### config.mk
export PLATFORM = sky130hd
export DESIGN_NAME = spi_frame_crc_framer_unit_flat
export DESIGN_NICKNAME = d
export VERILOG_FILES = /design/src/rtl/sfcf_pkg.sv /design/src/rtl/sfcf_in_if.sv /design/src/rtl/sfcf_out_if.sv /design/src/rtl/spi_frame_crc_framer_unit.sv /design/src/rtl/sfcf_crc_byte.sv /design/src/flat_wrapper.sv
export SDC_FILE = /design/constraint.sdc
export NUM_CORES = 1
export LEC_CHECK = 0
export BUFFER_PORTS_ARGS = -buffer_cell sky130_fd_sc_hd__buf_4
export CAP_MARGIN = 10
export CORE_ASPECT_RATIO = 1.4
export CORE_MARGIN = 5
export CORE_UTILIZATION = 35
export CTS_CLUSTER_SIZE = 20
export DETAILED_ROUTE_END_ITERATION = 7
export MAX_ROUTING_LAYER = met4
export PLACE_DENSITY = 0.48
export SLEW_MARGIN = 15
export SYNTH_ARGS = -nofsm -noshare
export SYNTH_HDL_FRONTEND = slang
export SYNTH_HIERARCHICAL = 1
export SYNTH_SLANG_ARGS = --single-unit
export TNS_END_PERCENT = 30
### constraint.sdc
create_clock -name i_clk -period 3.2 [get_ports i_clk]
set_input_delay 0.64 -clock i_clk [delete_from_list [all_inputs] [get_ports i_clk]]
set_output_delay 0.64 -clock i_clk [all_outputs]
set_load 0.005 [all_outputs]
### src/rtl/sfcf_pkg.sv
// Types, constants and defaults shared by the SPI frame CRC framer files.
package sfcf_pkg;

    typedef logic [7:0]  t_byte;
    typedef logic [15:0] t_crc;
    typedef logic [6:0]  t_index;
    typedef logic [1:0]  t_status;

    // Frame geometry defaults.
    localparam int HEADER_BYTES_DEF = 7;
    localparam int DATA_BYTES_DEF   = 100;

    // CRC-16/MODBUS, reflected form.
    localparam t_crc CRC_POLY = 16'hA001;
    localparam t_crc CRC_INIT = 16'hFFFF;

    // Received header byte that carries the partner's model code.
    localparam int    MODEL_INDEX = 2;
    localparam t_byte MODEL_RESET = 8'd76;

    // Frame status codes, reported on the last byte.
    localparam t_status ST_OK       = 2'd0;
    localparam t_status ST_HDR_CRC  = 2'd1;
    localparam t_status ST_MODEL    = 2'd2;
    localparam t_status ST_DATA_CRC = 2'd3;

endpackage

### src/rtl/sfcf_in_if.sv
// Input channel of the framer: one transmit byte and one received byte per transfer.
interface sfcf_in_if;
    import sfcf_pkg::*;

    logic  valid;
    logic  ready;
    logic  frame_start;
    t_byte tx_byte;
    t_byte rx_byte;

    modport source (output valid, output frame_start, output tx_byte, output rx_byte,
                    input ready);
    modport sink   (input valid, input frame_start, input tx_byte, input rx_byte,
                    output ready);
endinterface

### src/rtl/sfcf_out_if.sv
// Output channel of the framer: the framed bytes, their position and the frame status.
interface sfcf_out_if;
    import sfcf_pkg::*;

    logic    valid;
    logic    ready;
    t_byte   tx_out;
    t_byte   rx_out;
    t_index  byte_index;
    logic    last;
    t_status status;

    modport source (output valid, output tx_out, output rx_out, output byte_index,
                    output last, output status, input ready);
    modport sink   (input valid, input tx_out, input rx_out, input byte_index,
                    input last, input status, output ready);
endinterface

### src/rtl/spi_frame_crc_framer_unit.sv
// Top level of the SPI frame CRC framer: input register, frame logic, result register.
//
// The block frames one full-duplex SPI exchange of HEADER_BYTES + DATA_BYTES + 4
// bytes (111 by default). Each input transfer carries the byte to send and the byte
// received in the same slot; each output transfer returns one result. The transmit
// byte passes through except at the two CRC slots (after the header and after the
// data), where the block sends the CRC-16/MODBUS of that section, low byte first.
// The received byte always passes through. The block checks the received header
// CRC, the model byte at header index 2 against the expected_model register, and
// the received data CRC; on the last byte the status field reports the first of
// these that failed, and it is zero on every other byte.
// Setting frame_start on an input transfer abandons the current frame; after the
// last byte the next frame starts on its own.
// An input transfer is captured in the input register, and its result then moves to the result register.
// One item is accepted every cycle while the receiver keeps up: the CRC update for a
// byte is a single unrolled step between the input register and the result register.
// When the receiver stalls, the result register holds and the input register keeps
// filling; input ready drops only when both registers are full.
// Reset clears both valid bits, the frame position and the error flags, sets the CRCs
// to CRC_INIT and sets expected_model to 76. The register is written through i_cfg_we.
module spi_frame_crc_framer_unit #(
    parameter int HEADER_BYTES = sfcf_pkg::HEADER_BYTES_DEF,
    parameter int DATA_BYTES   = sfcf_pkg::DATA_BYTES_DEF
) (
    input  logic              i_clk,
    input  logic              i_rst_n,
    sfcf_in_if.sink           i_in,
    sfcf_out_if.source        o_out,
    input  logic              i_cfg_we,
    input  sfcf_pkg::t_byte   i_cfg_data
);
    import sfcf_pkg::*;

    // Frame layout, all positions counted from zero.
    localparam int FRAME_LEN = HEADER_BYTES + DATA_BYTES + 4;
    localparam int POS_W     = $clog2(FRAME_LEN);

    localparam logic [POS_W-1:0] P_MODEL   = POS_W'(MODEL_INDEX);
    localparam logic [POS_W-1:0] P_HCRC_LO = POS_W'(HEADER_BYTES);
    localparam logic [POS_W-1:0] P_HCRC_HI = POS_W'(HEADER_BYTES + 1);
    localparam logic [POS_W-1:0] P_DCRC_LO = POS_W'(HEADER_BYTES + 2 + DATA_BYTES);

    // Input register.
    logic  r_s1_valid;
    logic  r_s1_start;
    t_byte r_s1_tx;
    t_byte r_s1_rx;

    // Frame state.
    logic [POS_W-1:0] r_pos,      n_pos;
    t_crc             r_tx_crc,   n_tx_crc;
    t_crc             r_rx_crc,   n_rx_crc;
    t_byte            r_rx_low,   n_rx_low;
    logic             r_hdr_bad,  n_hdr_bad;
    logic             r_mdl_bad,  n_mdl_bad;
    t_byte            r_exp_model;

    // Result register.
    logic    r_o_valid;
    t_byte   r_tx_out,  n_tx_out;
    t_byte   r_rx_out;
    t_index  r_idx;
    logic    r_last,    n_last;
    t_status r_status,  n_status;

    // Frame state as seen by the byte in the input register.
    logic [POS_W-1:0] w_pos;
    t_crc             w_tx_crc;
    t_crc             w_rx_crc;
    t_byte            w_rx_low;
    logic             w_hdr_bad;
    logic             w_mdl_bad;
    t_crc             w_tx_upd;
    t_crc             w_rx_upd;
    logic             w_crc_miss;

    logic w_out_ready;
    logic w_s1_move;
    logic w_in_take;

    assign w_out_ready = !r_o_valid || o_out.ready;
    assign w_s1_move   = r_s1_valid && w_out_ready;
    assign i_in.ready  = !r_s1_valid || w_out_ready;
    assign w_in_take   = i_in.valid && i_in.ready;

    // A frame start makes this byte see a freshly cleared frame.
    assign w_pos     = r_s1_start ? '0       : r_pos;
    assign w_tx_crc  = r_s1_start ? CRC_INIT : r_tx_crc;
    assign w_rx_crc  = r_s1_start ? CRC_INIT : r_rx_crc;
    assign w_rx_low  = r_s1_start ? 8'h00    : r_rx_low;
    assign w_hdr_bad = r_s1_start ? 1'b0     : r_hdr_bad;
    assign w_mdl_bad = r_s1_start ? 1'b0     : r_mdl_bad;

    sfcf_crc_byte u_tx_crc (
        .i_crc  (w_tx_crc),
        .i_byte (r_s1_tx),
        .o_crc  (w_tx_upd)
    );

    sfcf_crc_byte u_rx_crc (
        .i_crc  (w_rx_crc),
        .i_byte (r_s1_rx),
        .o_crc  (w_rx_upd)
    );

    // The received CRC word is the stored low byte with this byte on top.
    assign w_crc_miss = ({r_s1_rx, w_rx_low} != w_rx_crc);

    always_comb begin
        n_pos     = w_pos + POS_W'(1);
        n_tx_crc  = w_tx_crc;
        n_rx_crc  = w_rx_crc;
        n_rx_low  = w_rx_low;
        n_hdr_bad = w_hdr_bad;
        n_mdl_bad = w_mdl_bad;
        n_tx_out  = r_s1_tx;
        n_last    = 1'b0;
        n_status  = ST_OK;

        if (w_pos < P_HCRC_LO) begin
            // Header byte: both CRCs take it, and the model byte is checked.
            n_tx_crc = w_tx_upd;
            n_rx_crc = w_rx_upd;
            if (w_pos == P_MODEL && r_s1_rx != r_exp_model) begin
                n_mdl_bad = 1'b1;
            end
        end else if (w_pos == P_HCRC_LO || w_pos == P_DCRC_LO) begin
            // Low CRC byte: send ours, keep the partner's for the compare.
            n_tx_out = w_tx_crc[7:0];
            n_rx_low = r_s1_rx;
        end else if (w_pos == P_HCRC_HI) begin
            // High header CRC byte: compare, then restart both CRCs for the data.
            n_tx_out = w_tx_crc[15:8];
            if (w_crc_miss) begin
                n_hdr_bad = 1'b1;
            end
            n_tx_crc = CRC_INIT;
            n_rx_crc = CRC_INIT;
        end else if (w_pos < P_DCRC_LO) begin
            n_tx_crc = w_tx_upd;
            n_rx_crc = w_rx_upd;
        end else begin
            // Final byte: report the first failure and clear the frame.
            n_tx_out = w_tx_crc[15:8];
            n_last   = 1'b1;
            if (w_hdr_bad) begin
                n_status = ST_HDR_CRC;
            end else if (w_mdl_bad) begin
                n_status = ST_MODEL;
            end else if (w_crc_miss) begin
                n_status = ST_DATA_CRC;
            end
            n_pos     = '0;
            n_tx_crc  = CRC_INIT;
            n_rx_crc  = CRC_INIT;
            n_rx_low  = 8'h00;
            n_hdr_bad = 1'b0;
            n_mdl_bad = 1'b0;
        end
    end

    // Control state.
    always_ff @(posedge i_clk) begin
        if (!i_rst_n) begin
            r_s1_valid  <= 1'b0;
            r_o_valid   <= 1'b0;
            r_pos       <= '0;
            r_tx_crc    <= CRC_INIT;
            r_rx_crc    <= CRC_INIT;
            r_rx_low    <= 8'h00;
            r_hdr_bad   <= 1'b0;
            r_mdl_bad   <= 1'b0;
            r_exp_model <= MODEL_RESET;
        end else begin
            if (i_in.ready) begin
                r_s1_valid <= i_in.valid;
            end
            if (w_out_ready) begin
                r_o_valid <= r_s1_valid;
            end
            if (w_s1_move) begin
                r_pos     <= n_pos;
                r_tx_crc  <= n_tx_crc;
                r_rx_crc  <= n_rx_crc;
                r_rx_low  <= n_rx_low;
                r_hdr_bad <= n_hdr_bad;
                r_mdl_bad <= n_mdl_bad;
            end
            if (i_cfg_we) begin
                r_exp_model <= i_cfg_data;
            end
        end
    end

    // Payload registers.
    always_ff @(posedge i_clk) begin
        if (w_in_take) begin
            r_s1_start <= i_in.frame_start;
            r_s1_tx    <= i_in.tx_byte;
            r_s1_rx    <= i_in.rx_byte;
        end
        if (w_s1_move) begin
            r_tx_out <= n_tx_out;
            r_rx_out <= r_s1_rx;
            r_idx    <= t_index'(w_pos);
            r_last   <= n_last;
            r_status <= n_status;
        end
    end

    assign o_out.valid      = r_o_valid;
    assign o_out.tx_out     = r_tx_out;
    assign o_out.rx_out     = r_rx_out;
    assign o_out.byte_index = r_idx;
    assign o_out.last       = r_last;
    assign o_out.status     = r_status;

endmodule

### src/rtl/sfcf_crc_byte.sv
// One-byte CRC-16/MODBUS update, eight reflected shift steps unrolled.
module sfcf_crc_byte (
    input  sfcf_pkg::t_crc  i_crc,
    input  sfcf_pkg::t_byte i_byte,
    output sfcf_pkg::t_crc  o_crc
);
    import sfcf_pkg::*;

    always_comb begin
        t_crc w_crc;
        w_crc = i_crc ^ {8'h00, i_byte};
        for (int k = 0; k < 8; k++) begin
            if (w_crc[0]) begin
                w_crc = (w_crc >> 1) ^ CRC_POLY;
            end else begin
                w_crc = w_crc >> 1;
            end
        end
        o_crc = w_crc;
    end

endmodule

### src/flat_wrapper.sv
// flat-port wrapper written by rule: the top's interface ports become plain ports
module spi_frame_crc_framer_unit_flat import sfcf_pkg::*;
#(
    parameter int HEADER_BYTES = sfcf_pkg::HEADER_BYTES_DEF,
    parameter int DATA_BYTES   = sfcf_pkg::DATA_BYTES_DEF
)
  (i_clk, i_rst_n, i_cfg_we, i_cfg_data, i_in_valid, i_in_frame_start, i_in_tx_byte, i_in_rx_byte, i_in_ready, o_out_valid, o_out_tx_out, o_out_rx_out, o_out_byte_index, o_out_last, o_out_status, o_out_ready);
  sfcf_in_if i_in_i ();
  sfcf_out_if o_out_i ();
  input  logic i_clk;
  input  logic i_rst_n;
  input  logic i_cfg_we;
  input  sfcf_pkg::t_byte i_cfg_data;
  input wire logic [$bits(i_in_i.valid)-1:0] i_in_valid;
  input wire logic [$bits(i_in_i.frame_start)-1:0] i_in_frame_start;
  input wire logic [$bits(i_in_i.tx_byte)-1:0] i_in_tx_byte;
  input wire logic [$bits(i_in_i.rx_byte)-1:0] i_in_rx_byte;
  output wire logic [$bits(i_in_i.ready)-1:0] i_in_ready;
  output wire logic [$bits(o_out_i.valid)-1:0] o_out_valid;
  output wire logic [$bits(o_out_i.tx_out)-1:0] o_out_tx_out;
  output wire logic [$bits(o_out_i.rx_out)-1:0] o_out_rx_out;
  output wire logic [$bits(o_out_i.byte_index)-1:0] o_out_byte_index;
  output wire logic [$bits(o_out_i.last)-1:0] o_out_last;
  output wire logic [$bits(o_out_i.status)-1:0] o_out_status;
  input wire logic [$bits(o_out_i.ready)-1:0] o_out_ready;
  assign i_in_i.valid = i_in_valid;
  assign i_in_i.frame_start = i_in_frame_start;
  assign i_in_i.tx_byte = i_in_tx_byte;
  assign i_in_i.rx_byte = i_in_rx_byte;
  assign i_in_ready = i_in_i.ready;
  assign o_out_valid = o_out_i.valid;
  assign o_out_tx_out = o_out_i.tx_out;
  assign o_out_rx_out = o_out_i.rx_out;
  assign o_out_byte_index = o_out_i.byte_index;
  assign o_out_last = o_out_i.last;
  assign o_out_status = o_out_i.status;
  assign o_out_i.ready = o_out_ready;
  spi_frame_crc_framer_unit #(.HEADER_BYTES(HEADER_BYTES), .DATA_BYTES(DATA_BYTES)) u_core (.i_clk(i_clk), .i_rst_n(i_rst_n), .i_in(i_in_i), .o_out(o_out_i), .i_cfg_we(i_cfg_we), .i_cfg_data(i_cfg_data));
endmodule
==> flow_metrics.env <==
export IMPL_cp_cell_sequence="buf_4 > or2_2 > xnor2_1 > xor2_1 > xnor2_1 > xnor3_1 > o22ai_1 > nand2_1"
export IMPL_dp_slack_ns=0.745
export IMPL_cp_max_fo=16
export IMPL_fmax_ghz=0.404
export IMPL_design_core_area_um2=14000
export IMPL_hpwlAfterDp_um=8080
export IMPL_period_share_pct=77.3
export IMPL_setup_violations=0
export IMPL_endpoint_kind="flip-flop"
export IMPL_synth_common_cells="59 x dfxtp_1, 59 x nand2_1, 43 x edfxtp_1"
export IMPL_post_route_cell_area_um2=5850
export IMPL_tritoncts="built"
export IMPL_synth_area_leaders="edfxtp_1 26%, dfxtp_1 24%, xnor2_1 7.0%, nand2_1 4.4%, o22ai_1 4.1%"
export IMPL_grt_use_total_pct=14.5
export IMPL_critPathTopFamily="XOR/XNOR gates"
export IMPL_layout_setup_ws_ns=0.725
export IMPL_grt_pass1_wl_um=18900
export IMPL_ctsLongestPathBuffers=2
export IMPL_routed_wl_um=11500
export IMPL_initial_core_util_pct=35.7
export IMPL_area_growth_pct=17.4
export IMPL_ctsResizeCount=0
export IMPL_ys_seq_area_share_pct=49.6
export IMPL_place_area_um2=5520
export IMPL_overflow=0
export IMPL_drcViolationCount=0
export IMPL_via_count=3511
export IMPL_powerDensity_nw_per_um2=531
export IMPL_drt_first_pass_iters=5
export IMPL_netlist_area_um2=4990
export IMPL_avgViaCountPerCell=4.95
export IMPL_fin_skew_ns=0.00775
export IMPL_cellLeakagePower_nw=2.12
export IMPL_die_y_um=151
export IMPL_cpMaxStageDelayCell="edfxtp_1"
export IMPL_cts_setup_buffers=0
export IMPL_synth_top_area_share_pct=25.9
export IMPL_yosys_most_used_dff="dfxtp_1"
export IMPL_drtIter0Drc=134
export IMPL_path_buf_inv=1
export IMPL_first_global_vias=3651
export IMPL_worstRegToRegCells=8
export IMPL_globalplace_congestion=0.852
export IMPL_synthArstFlopShare_pct=0
export IMPL_final_nets=549
export IMPL_htreeDepth=3
export IMPL_drive_gt1_share_pct=24.6
export IMPL_clock_latency_ns=0.34
export IMPL_slew_violations=0
export IMPL_synth_edff_count=43
export IMPL_path_class="reg -> reg"
export IMPL_synth_nets=509
export IMPL_postRouteAntennaNets=0
export IMPL_path_depth=8
export IMPL_ys_seq_elements=102
export IMPL_antenna_found_initial=0
export IMPL_outcome="complete, no violations"
export IMPL_power_w=0.00311
export IMPL_setup_tns_ns=0
export IMPL_cts_sinks=102
export IMPL_min_path_type="in -> reg"
export IMPL_grt_max_degree=55
export IMPL_max_stage_delay_ns=0.51
export IMPL_hold_violations=0
export IMPL_postCtsHoldBufs=0
export IMPL_die_w_um=111
export IMPL_whs_ns=0.473
export IMPL_cts_root_buffer="clkbuf_16"
export IMPL_rows=51
export IMPL_cts_buffers=9
export IMPL_io_pins=58
export IMPL_crit_top_cell="xnor2_1"
export IMPL_yosys_warnings=6
export IMPL_worstPathArrival_ns=2.68
export IMPL_drv_cap=0
export IMPL_synthCells=479
export IMPL_clk_pin_slew_worst_paths_ns=0.07
export IMPL_avgRoutedWirePerCell_um=16.2
export IMPL_io_buffers=57
export IMPL_worst_ep_required_time_ns=3.41
export IMPL_cp_start_kind="flip-flop"
export IMPL_syn_mean_instance_area_um2=10.4
export IMPL_rsz0062_at_grt="no"
export IMPL_hold_depth=1
export IMPL_slew_headroom_pct=41.4
export IMPL_final_min_clock_period_ns=2.47
export IMPL_nFillCells=1376
export IMPL_dieArea_um2=16800
export IMPL_worst_pin_slew_ns=0.878
export IMPL_peakVddDrop_mv=0.303
export IMPL_ys_types=58
export IMPL_diodes=0
export IMPL_yosys_area_top_type="edfxtp_1"
==> worst register-to-register path: stages, from the launching register on <==
cell and delay [ns]:
edfxtp_1 0.51, buf_4 0.24, or2_2 0.29, xnor2_1 0.30, xor2_1 0.34, xnor2_1 0.21, xnor3_1 0.25, o22ai_1 0.12
nand2_1 0.07
==> registers in the layout, indices dropped and copies added, names as in the netlist <==
signal and cells:
u_core/r_s1_start 1, u_core/r_tx_crc 16, u_core/o_out.status 2, u_core/r_pos 7, u_core/r_mdl_bad 1, u_core/r_s1_valid 1, u_core/o_out.valid 1, u_core/r_s1_rx 8
u_core/r_s1_tx 8, u_core/o_out.byte_index 7, u_core/r_exp_model 8, u_core/r_rx_low 8, u_core/r_rx_crc 16, u_core/r_hdr_bad 1, u_core/o_out.rx_out 8, u_core/o_out.tx_out 8
u_core/o_out.last 1
==> layout make-up <==
class                   count  area [um2]  share of cell area (%)
clock buffers              12         258                    4.40
clock inverters             4        76.3                    1.30
inverters                   5        18.8                   0.321
multi-input cells         330        2250                    38.5
flip-flops and latches    102        2470                    42.2
well taps                 185         231                    3.95
repair buffers             71         546                    9.32
==> stage by stage <==
stage / cells / util (%)
final: 709 / 41.9
after global routing: 709 / 41.9
after CTS: 709 / 41.9
after detailed placement: 693 / 39.5
after global placement: 693 / 39.5
after floorplan: 479 / -
==> where the power goes <==
part / total [W] / switching (W) / leakage (nW) / internal, W
registers: 0.00148 / 0.0000579 / 0.889 / 0.00142
clock network: 0.00120 / 0.000468 / 0.159 / 0.000737
logic: 0.000422 / 0.000201 / 1.07 / 0.000220
==> worst paths after layout <==
check | startpoint | endpoint | slack [ns]
max | u_core/r_s1_start | u_core/r_tx_crc[0] | 0.73
min | i_in_tx_byte[5] | u_core/r_s1_tx[5] | 0.47
max reg2reg | u_core/r_s1_start | u_core/r_tx_crc[0] | 0.73
min reg2reg | u_core/r_exp_model[6] | u_core/r_exp_model[6] | 0.50
==> layout by cell type (no fill, tap or decap), types with 3 or more instances in the layout <==
cell,count
buf_4,70
o31ai_1,8
and3_1,3
a21boi_1,3
xor2_1,19
mux2i_1,8
xnor2_1,40
and2_1,3
o21ai_0,10
a21oi_1,6
dfxtp_1,59
or2_2,32
o22ai_1,33
nand4_1,4
nand2b_1,3
a22o_1,8
xnor2_2,6
edfxtp_1,43
nor3_1,13
inv_1,4
nor2b_1,17
clkbuf_16,10
nor2_1,15
a31oi_1,4
nand2_1,59
==> kinds of logic after synthesis <==
logic type | synth area share, %
and+or+nand+nor | 17.6
AOI/OAI and AO/OA | 12.7
xor gates and xnor gates | 13.2
buffers and inverters | 5.29
DFF | 49.6
muxes | 1.61
==> metal layers <==
layer	routed length, um	GRT usage (%)	up-vias
met5	0	-	-
met4	226	5.79	0
met3	324	2.68	16
met2	5850	24.8	63
met1	5110	17.1	1674
li1	-	-	1758
Power figures use the tool's default switching activity.
